## src/hdl/tfcd_pkg.sv

```systemverilog
// Shared types and constants for the tape FSK zero-crossing demodulator.
// Holds the channel payload structs, configuration register indexes and
// the status structs passed on by the sync and bit assembly units.
`timescale 1ns / 1ps
`default_nettype none

package tfcd_pkg;

    // Fixed field widths
    localparam int WIDTH_BITS = 16;   // crossing width in sample counts
    localparam int SUM_W      = 32;   // header width accumulator
    localparam int FRAC_W     = 8;    // short threshold, 1/256 units
    localparam int PHASE_W    = 4;    // phase and marker counters
    localparam int CFG_IDX_W  = 2;
    localparam int CFG_DATA_W = 8;

    // Configuration register reset values
    localparam logic [FRAC_W-1:0]  SHORT_FRACTION_RST   = 8'd160;
    localparam logic [PHASE_W-1:0] SOD_PHASES_RST       = 4'd0;
    localparam logic [PHASE_W-1:0] LONG_BIT_PHASES_RST  = 4'd2;
    localparam logic [PHASE_W-1:0] SHORT_BIT_PHASES_RST = 4'd2;

    // Configuration register indexes
    typedef enum logic [CFG_IDX_W-1:0] {
        CFG_SHORT_FRACTION   = 2'd0,
        CFG_SOD_PHASES       = 2'd1,
        CFG_LONG_BIT_PHASES  = 2'd2,
        CFG_SHORT_BIT_PHASES = 2'd3
    } cfg_index_t;

    // Header tracking state while searching
    typedef enum logic [2:0] {
        HDR_SKIP  = 3'b001,   // drop the next crossing
        HDR_FIRST = 3'b010,   // first valid width, counted twice
        HDR_ACCUM = 3'b100    // averaging header, looking for marker
    } hdr_state_t;

    // Input transaction payload
    typedef struct packed {
        logic                  restart;
        logic [WIDTH_BITS-1:0] crossing_width;
    } in_item_t;

    // Result transaction payload
    typedef struct packed {
        logic bit_valid;
        logic out_bit;
        logic bad_bit;
        logic locked;
    } out_item_t;

    // Sync unit to bit assembler
    typedef struct packed {
        logic active;      // locked after this crossing, decode it
        logic width_long;  // crossing is not short
    } sync_info_t;

    // Bit assembler result
    typedef struct packed {
        logic bit_valid;
        logic out_bit;
        logic bad_bit;
    } bit_result_t;

endpackage

`default_nettype wire

```

## src/hdl/tfcd_sync.sv

```systemverilog
// Header averaging, short/long classification and start-of-data lock.
// Depends on tfcd_pkg for widths, header state encoding and sync_info_t.
`timescale 1ns / 1ps
`default_nettype none

module tfcd_sync #(
    parameter int COUNT_BITS = 16
) (
    input  wire logic                            aclk,
    input  wire logic                            aresetn,
    input  wire logic                            proc_en,
    input  wire logic                            restart,
    input  wire logic [tfcd_pkg::WIDTH_BITS-1:0] crossing_width,
    input  wire logic [tfcd_pkg::FRAC_W-1:0]     short_fraction,
    input  wire logic [tfcd_pkg::PHASE_W-1:0]    lock_run,
    output tfcd_pkg::sync_info_t                 sync_info
);
    import tfcd_pkg::*;

    localparam int PA_W  = WIDTH_BITS + COUNT_BITS;
    localparam int PB_W  = SUM_W + FRAC_W;
    localparam int CMP_W = (PA_W + 8 > PB_W) ? PA_W + 8 : PB_W;

    logic                  sync_locked_reg, sync_locked_next;
    hdr_state_t            hdr_state_reg, hdr_state_next;
    logic [SUM_W-1:0]      width_sum_reg, width_sum_next;
    logic [COUNT_BITS-1:0] width_count_reg, width_count_next;
    logic [PHASE_W-1:0]    marker_count_reg, marker_count_next;

    logic [PA_W-1:0]  prod_width;
    logic [PB_W-1:0]  prod_thresh;
    logic             is_short;
    logic [SUM_W:0]   sum_ext;
    logic             acc_room;
    logic [PHASE_W-1:0] marker_inc;

    // Short test: width*count*256 < sum*fraction, exact integer compare
    assign prod_width  = PA_W'(crossing_width) * PA_W'(width_count_reg);
    assign prod_thresh = PB_W'(width_sum_reg) * PB_W'(short_fraction);
    assign is_short    = (CMP_W'(prod_width) << 8) < CMP_W'(prod_thresh);

    // Accumulator saturation checks
    assign sum_ext  = {1'b0, width_sum_reg} + (SUM_W+1)'(crossing_width);
    assign acc_room = (width_count_reg != {COUNT_BITS{1'b1}}) && !sum_ext[SUM_W];
    assign marker_inc = (marker_count_reg != {PHASE_W{1'b1}}) ?
                        marker_count_reg + 1'b1 : marker_count_reg;

    // Next-state logic for the search / lock sequence
    always_comb begin
        sync_locked_next  = sync_locked_reg;
        hdr_state_next    = hdr_state_reg;
        width_sum_next    = width_sum_reg;
        width_count_next  = width_count_reg;
        marker_count_next = marker_count_reg;
        if (restart) begin
            sync_locked_next  = 1'b0;
            hdr_state_next    = HDR_SKIP;
            width_sum_next    = '0;
            width_count_next  = '0;
            marker_count_next = '0;
        end else if (!sync_locked_reg) begin
            unique case (hdr_state_reg)
                HDR_SKIP: begin
                    hdr_state_next   = HDR_FIRST;
                    width_sum_next   = '0;
                    width_count_next = '0;
                end
                HDR_FIRST: begin
                    // first width counts twice; never short against itself
                    hdr_state_next    = HDR_ACCUM;
                    width_sum_next    = SUM_W'(crossing_width) << 1;
                    width_count_next  = COUNT_BITS'(2);
                    marker_count_next = '0;
                end
                HDR_ACCUM: begin
                    if (is_short) begin
                        marker_count_next = marker_inc;
                        if (marker_inc >= lock_run) begin
                            sync_locked_next = 1'b1;
                        end
                    end else begin
                        if (acc_room) begin
                            width_sum_next   = sum_ext[SUM_W-1:0];
                            width_count_next = width_count_reg + 1'b1;
                        end
                        marker_count_next = '0;
                    end
                end
                default: begin
                    hdr_state_next = HDR_SKIP;
                end
            endcase
        end
    end

    assign sync_info.active     = sync_locked_next && !restart;
    assign sync_info.width_long = !is_short;

    always_ff @(posedge aclk) begin
        if (!aresetn) begin
            sync_locked_reg  <= 1'b0;
            hdr_state_reg    <= HDR_SKIP;
            width_sum_reg    <= '0;
            width_count_reg  <= '0;
            marker_count_reg <= '0;
        end else if (proc_en) begin
            sync_locked_reg  <= sync_locked_next;
            hdr_state_reg    <= hdr_state_next;
            width_sum_reg    <= width_sum_next;
            width_count_reg  <= width_count_next;
            marker_count_reg <= marker_count_next;
        end
    end

    // Lock is only reached from header accumulation
    a_lock_in_accum: assert property (@(posedge aclk) disable iff (!aresetn)
        sync_locked_reg |-> hdr_state_reg == HDR_ACCUM)
        else $error("locked outside header accumulation");

    // Accumulating header always holds at least the doubled first width
    a_count_min: assert property (@(posedge aclk) disable iff (!aresetn)
        hdr_state_reg == HDR_ACCUM |-> width_count_reg >= COUNT_BITS'(2))
        else $error("header count below two while accumulating");

    // Lock is held until a restart is processed
    a_lock_holds: assert property (@(posedge aclk) disable iff (!aresetn)
        sync_locked_reg && !(proc_en && restart) |=> sync_locked_reg)
        else $error("lock dropped without restart");

endmodule

`default_nettype wire

```

## src/hdl/tfcd_bitasm.sv

```systemverilog
// Phase counter that groups classified crossings into data bits.
// Depends on tfcd_pkg for sync_info_t, bit_result_t and widths.
`timescale 1ns / 1ps
`default_nettype none

module tfcd_bitasm (
    input  wire logic                         aclk,
    input  wire logic                         aresetn,
    input  wire logic                         proc_en,
    input  wire logic                         restart,
    input  wire tfcd_pkg::sync_info_t         sync_info,
    input  wire logic [tfcd_pkg::PHASE_W-1:0] one_span,
    input  wire logic [tfcd_pkg::PHASE_W-1:0] zero_span,
    output tfcd_pkg::bit_result_t             bit_result
);
    import tfcd_pkg::*;

    logic [PHASE_W-1:0] phase_count_reg, phase_count_next;
    logic               cur_bit_reg, cur_bit_next;

    logic               cur_bit_eff;
    logic [PHASE_W-1:0] phase_inc;
    logic [PHASE_W-1:0] end_sel;
    logic [PHASE_W-1:0] end_phase;

    // Bit value is taken from the first phase of each bit
    assign cur_bit_eff = (phase_count_reg == '0) ? sync_info.width_long : cur_bit_reg;
    assign phase_inc   = phase_count_reg + 1'b1;
    assign end_sel     = cur_bit_eff ? one_span : zero_span;
    assign end_phase   = (end_sel == '0) ? PHASE_W'(1) : end_sel;

    // Mismatch aborts, reaching the phase count completes the bit
    always_comb begin
        phase_count_next     = phase_count_reg;
        cur_bit_next         = cur_bit_reg;
        bit_result.bit_valid = 1'b0;
        bit_result.out_bit   = 1'b0;
        bit_result.bad_bit   = 1'b0;
        if (restart) begin
            phase_count_next = '0;
            cur_bit_next     = 1'b0;
        end else if (sync_info.active) begin
            if (phase_inc <= end_phase && sync_info.width_long != cur_bit_eff) begin
                bit_result.bad_bit = 1'b1;
                phase_count_next   = '0;
                cur_bit_next       = 1'b1;
            end else if (phase_inc == end_phase) begin
                bit_result.bit_valid = 1'b1;
                bit_result.out_bit   = cur_bit_eff;
                phase_count_next     = '0;
                cur_bit_next         = 1'b1;
            end else begin
                phase_count_next = phase_inc;
                cur_bit_next     = cur_bit_eff;
            end
        end
    end

    always_ff @(posedge aclk) begin
        if (!aresetn) begin
            phase_count_reg <= '0;
            cur_bit_reg     <= 1'b0;
        end else if (proc_en) begin
            phase_count_reg <= phase_count_next;
            cur_bit_reg     <= cur_bit_next;
        end
    end

endmodule

`default_nettype wire

```

## src/hdl/tape_fsk_crossing_demodulator.sv

```systemverilog
// Tape FSK zero-crossing demodulator top level: channel registers, config.
// Depends on tfcd_pkg, tfcd_sync and tfcd_bitasm.
//
// Usage: each s_ transaction carries one crossing width (time between two
// zero crossings) or a restart request. Every accepted transaction produces
// exactly one m_ transaction with bit_valid, out_bit, bad_bit and locked.
// While searching, the first width is dropped, header widths are averaged
// and a run of short widths (marker length register) locks the decoder;
// once locked, groups of equal phases become bits until a restart arrives.
// Configuration registers are written through cfg_wr_* while the block is
// idle; they take effect on the next crossing.
// A transaction goes into the input register and is processed into the
// output register once that register is free or draining; m_valid is
// driven by the output register. Throughput: one transaction per cycle
// while m_ready is high or the output register is empty; the classify
// multiply-compare and the next-state logic are combinational.
// Reset (aresetn low, synchronous) empties both registers, returns to the
// searching state and loads the configuration reset values.
// When m_ready is low the result is held; one more input is taken into the
// input register, after which s_ready drops until the result is taken.
`timescale 1ns / 1ps
`default_nettype none

module tape_fsk_crossing_demodulator #(
    parameter int COUNT_BITS = 16
) (
    input  wire logic                            aclk,
    input  wire logic                            aresetn,
    input  wire logic                            s_valid,
    output logic                                 s_ready,
    input  wire tfcd_pkg::in_item_t              s_data,
    output logic                                 m_valid,
    input  wire logic                            m_ready,
    output tfcd_pkg::out_item_t                  m_data,
    input  wire logic                            cfg_wr_en,
    input  wire logic [tfcd_pkg::CFG_IDX_W-1:0]  cfg_wr_index,
    input  wire logic [tfcd_pkg::CFG_DATA_W-1:0] cfg_wr_data
);
    import tfcd_pkg::*;

    logic               in_valid_reg, in_valid_next;
    in_item_t           in_data_reg;
    logic               out_valid_reg, out_valid_next;
    out_item_t          out_data_reg, out_data_next;
    logic [FRAC_W-1:0]  short_fraction_reg;
    logic [PHASE_W-1:0] lock_run_reg;
    logic [PHASE_W-1:0] one_span_reg;
    logic [PHASE_W-1:0] zero_span_reg;

    logic        s_accept;
    logic        proc_en;
    sync_info_t  sync_info;
    bit_result_t bit_result;

    // Handshake: process when the output register is free or draining
    assign proc_en  = in_valid_reg && (!out_valid_reg || m_ready);
    assign s_ready  = !in_valid_reg || proc_en;
    assign s_accept = s_valid && s_ready;
    assign m_valid  = out_valid_reg;
    assign m_data   = out_data_reg;

    always_comb begin
        in_valid_next = in_valid_reg;
        if (s_accept) begin
            in_valid_next = 1'b1;
        end else if (proc_en) begin
            in_valid_next = 1'b0;
        end
        out_valid_next = out_valid_reg;
        if (proc_en) begin
            out_valid_next = 1'b1;
        end else if (m_ready) begin
            out_valid_next = 1'b0;
        end
    end

    // Result assembly; a restart gives an all-zero result
    always_comb begin
        out_data_next.bit_valid = bit_result.bit_valid;
        out_data_next.out_bit   = bit_result.out_bit;
        out_data_next.bad_bit   = bit_result.bad_bit;
        out_data_next.locked    = sync_info.active;
    end

    always_ff @(posedge aclk) begin
        if (!aresetn) begin
            in_valid_reg  <= 1'b0;
            out_valid_reg <= 1'b0;
        end else begin
            in_valid_reg  <= in_valid_next;
            out_valid_reg <= out_valid_next;
        end
    end

    always_ff @(posedge aclk) begin
        if (s_accept) begin
            in_data_reg <= s_data;
        end
        if (proc_en) begin
            out_data_reg <= out_data_next;
        end
    end

    // Configuration register writes
    always_ff @(posedge aclk) begin
        if (!aresetn) begin
            short_fraction_reg <= SHORT_FRACTION_RST;
            lock_run_reg       <= SOD_PHASES_RST;
            one_span_reg       <= LONG_BIT_PHASES_RST;
            zero_span_reg      <= SHORT_BIT_PHASES_RST;
        end else if (cfg_wr_en) begin
            unique case (cfg_index_t'(cfg_wr_index))
                CFG_SHORT_FRACTION:   short_fraction_reg <= cfg_wr_data;
                CFG_SOD_PHASES:       lock_run_reg       <= cfg_wr_data[PHASE_W-1:0];
                CFG_LONG_BIT_PHASES:  one_span_reg       <= cfg_wr_data[PHASE_W-1:0];
                CFG_SHORT_BIT_PHASES: zero_span_reg      <= cfg_wr_data[PHASE_W-1:0];
                default: ;
            endcase
        end
    end

    tfcd_sync #(
        .COUNT_BITS (COUNT_BITS)
    ) u_sync (
        .aclk           (aclk),
        .aresetn        (aresetn),
        .proc_en        (proc_en),
        .restart        (in_data_reg.restart),
        .crossing_width (in_data_reg.crossing_width),
        .short_fraction (short_fraction_reg),
        .lock_run       (lock_run_reg),
        .sync_info      (sync_info)
    );

    tfcd_bitasm u_bitasm (
        .aclk       (aclk),
        .aresetn    (aresetn),
        .proc_en    (proc_en),
        .restart    (in_data_reg.restart),
        .sync_info  (sync_info),
        .one_span   (one_span_reg),
        .zero_span  (zero_span_reg),
        .bit_result (bit_result)
    );

    // A completed bit and an aborted bit never share a result
    a_valid_xor_bad: assert property (@(posedge aclk) disable iff (!aresetn)
        m_valid |-> !(m_data.bit_valid && m_data.bad_bit))
        else $error("bit_valid and bad_bit both set");

    // Bits are only produced while locked
    a_bits_need_lock: assert property (@(posedge aclk) disable iff (!aresetn)
        m_valid && (m_data.bit_valid || m_data.bad_bit) |-> m_data.locked)
        else $error("bit activity without lock");

    // A processed restart gives an all-zero result
    a_restart_zero: assert property (@(posedge aclk) disable iff (!aresetn)
        proc_en && in_data_reg.restart |=> m_valid && m_data == '0)
        else $error("restart result not all zero");

endmodule

`default_nettype wire

```

## config.mk

```make
export PLATFORM = sky130hd
export DESIGN_NAME = tape_fsk_crossing_demodulator
export DESIGN_NICKNAME = d
export VERILOG_FILES = /design/src/hdl/tfcd_pkg.sv /design/src/hdl/tfcd_sync.sv /design/src/hdl/tfcd_bitasm.sv /design/src/hdl/tape_fsk_crossing_demodulator.sv
export SDC_FILE = /design/constraint.sdc
export NUM_CORES = 1
export LEC_CHECK = 0
export BUFFER_PORTS_ARGS = -buffer_cell sky130_fd_sc_hd__buf_2
export CAP_MARGIN = 20
export CORE_UTILIZATION = 46
export DETAILED_ROUTE_END_ITERATION = 6
export GPL_ROUTABILITY_DRIVEN = 0
export HOLD_SLACK_MARGIN = 0.03
export PLACE_DENSITY_LB_ADDON = 0.1
export SLEW_MARGIN = 40
export SYNTH_ARGS = -nofsm -noshare
export SYNTH_HDL_FRONTEND = slang
export SYNTH_SLANG_ARGS = --single-unit
```

## constraint.sdc

```tcl
create_clock -name aclk -period 13.3 [get_ports aclk]
set_clock_uncertainty 0.15 [all_clocks]
set_input_delay 3.325 -clock aclk [delete_from_list [all_inputs] [get_ports aclk]]
set_output_delay 3.325 -clock aclk [all_outputs]
set_load 0.02 [all_outputs]
```

==> results.cfg <==
[outcome]
outcome = completed

[worst_setup_path]
worstSetupPathType = reg -> reg
r2r-start = in_data_reg[7]
setup.worst_path.end_class = register
crit_required_ps = 13430
crit_path_max_fanout = 18
crit_family = adder cells
critical_path_buf_inv_count = 5
critical-path-max-stage-delay_ps = 890
cp_slowest_cell = edfxtp_1
cp-startpoint = in_data_reg[7]
crit_path_start_kind = register
cp.arrival_ps = 11060
cp_common_cell = fa_1

[clock_network]
cts_hold_repair.buffers = 0
clock_latency_ps = 400
clk_pin_slew_worst_paths_ps = 80
clock_sinks = 104
htree_levels = 3
clockBufferDepth = 2
numCtsBuffers = 9
tritoncts = yes
root_buffer = clkbuf_16
post_cts_buffers = 0
ctsResizeCount = 0

[yosys]
synth_cells = 2630
synth-edff-count = 21
synth_common_cells = 452 x inv_1, 375 x fa_1, 368 x nand2_1
synth.most_common_cell = inv_1
synth_fp_nets = 3261
yosys.cell_types.count = 72
avgSynthCellArea_um2 = 8.568
synth_compound_area_share_pct = 10.56
async_flop_share_pct = 0
synth_top_area_cell = fa_1
muxShareOfSynthArea_pct = 1.211
synth_area_leaders = fa_1 33%, ha_1 12%, inv_1 7.5%, dfxtp_1 7.4%, and2_1 7.1%
ys.flop_type = dfxtp_1
syn-cell-area_um2 = 22530
synthAdderAreaFrac_pct = 45.75
yosysWarningCount = 0
synth_seq_cells = 104
netlist.area_leader.share_pct = 33.32
ys_seq_area_share_pct = 10.17
synthXorXnorAreaFrac_pct = 2.760
synth_top_family_by_area = adder cells
synth_simple_gate_area_share_pct = 20.02

[global_route]
grt_max_degree = 56
gr-total-overflow = 0
grt_pass1_vias = 18304
grt_antenna_before_repair = 0
grtUsageTotal_pct = 25.07
grt_first_pass_wirelength_mm = 98.66

[detailed_routing]
wl_per_cell_um = 18.46
totalWireLength_mm = 59.11
drt-pass1-iter-count = 7
vias = 17663
remaining_drc_errors = 0
drt_iter0_drc = 1060
drtAntennaViolNets = 0
viasPerCell = 5.516

[final_layout]
final_layout_size_suffix_gt1_share_pct = 3.827
largest_reg_flops = 32
fill_cells = 4668
syn_to_final_growth_pct = 4.448
design_area_um2 = 23540
finalNetCount = 3213
n_antenna_cell = 0

[power]
p_leak_nw = 11.27
p_comb_share_pct = 47.6
internal_power_mw = 0.7198
seqPwrFrac_pct = 30.5
irDropWorstVdd_v = 0.00008252
p_sw_share_pct = 44.90
powerDensity_nw_per_um2 = 55.51
switchingPower_mw = 0.5865
clockPowerShare_pct = 22.0

[floorplan]
fp-row-count = 80
io-pin-count = 38
initial_utilization_pct = 46.90
core_area_um2 = 48050
dieArea_um2 = 49870
die_w_um = 223.3
die_h_um = 223.3

[timing]
hold_violations = 0
fin_crit_sh_pct = 82.17
finalSetupViolCount = 0
fin_setup_tns_ps = 0
timing.fmax_mhz = 91.51
worst_pin_slew_ps = 878.6
hold-worst-slack_ps = 340.3
grt_setup_unrepaired = false
max_slew_margin_pct = 41.35
period_needed_ps = 10930
drv_slew = 0

[min_path]
hp-class = reg -> reg
min-delay-start = short_fraction_reg[5]

[placement]
io_buffer_count = 37
dpl.hpwl_mm = 46.41
place_area_um2 = 23220

[run]
maxCapViolations = 0
## worst min-delay path, stage by stage (launching register included)
cell	delay, ps
dfxtp_1	340
mux2i_1	70
nand2_1	60
## area by class of cell
| cell class | count | area (um^2) | share of cell area, % |
|---|---|---|---|
| Clock buffer | 9 | 225.2 | 0.9569 |
| Clock inverter | 7 | 60.06 | 0.2552 |
| Inverter | 452 | 1697 | 7.209 |
| Multi-Input combinational cell | 1956 | 18130 | 77.02 |
| Sequential cell | 104 | 2296 | 9.755 |
| Tap cell | 615 | 769.5 | 3.270 |
| Timing Repair Buffer | 59 | 361.6 | 1.536 |
## metrics by stage
step / setup slack [ps] / utilization [%] / total power, mW / cells
after floorplan: 3746 / - / 0.8568 / 2630
final: 2372 / 48.98 / 1.306 / 3202
after global placement: 2740 / 48.27 / 1.013 / 3183
after global routing: 1677 / 48.98 / 1.423 / 3202
after CTS: 2408 / 48.93 / 1.320 / 3200
after detailed placement: 2497 / 48.34 / 1.028 / 3184
## metal layers
| layer | GRT usage (%) | wire, um |
|---|---|---|
| met5 | 0 | 0 |
| met4 | 4.728 | 878 |
| met3 | 2.937 | 2612 |
| met2 | 41.80 | 28190 |
| met1 | 35.24 | 27430 |
## final timing paths
check,slack (ps),to,cells after the start
setup reg to reg,2370,u_bitasm.phase_count_reg[2],36
setup / recovery,2370,u_bitasm.phase_count_reg[2],36
hold / removal,340,short_fraction_reg[5],2
hold reg to reg,340,short_fraction_reg[5],2
## power groups by stage
stage | registers [mW] | clock network, mW | logic, mW
floorplan | 0.366 | 0 | 0.490
global placement | 0.406 | 0 | 0.606
detailed placement | 0.407 | 0 | 0.621
CTS | 0.400 | 0.294 | 0.626
global route | 0.402 | 0.305 | 0.715
finish | 0.398 | 0.287 | 0.621
## kinds of logic after synthesis
logic type | after synthesis
xor gates and xnor gates | 71
buffers and inverters | 570
AOI/OAI and AO/OA | 357
and+or+nand+nor | 902
adders and majority gates | 599
DFF | 104
muxes | 27
## cells in the final DEF (no fill, tap or decap), drive strengths merged, types with 24 or more instances in the layout
master and instances:
a21o 34, nand3 36, and2 257, fa 375
nand2 368, dfxtp 83, mux2i 25, xor2 24
nor3 24, nor2 81, a21oi 103, inv 457
nor2b 30, o21ai 57, buf 59, xnor2 47
ha 224
No activity file was read; power rests on OpenSTA's default activity.
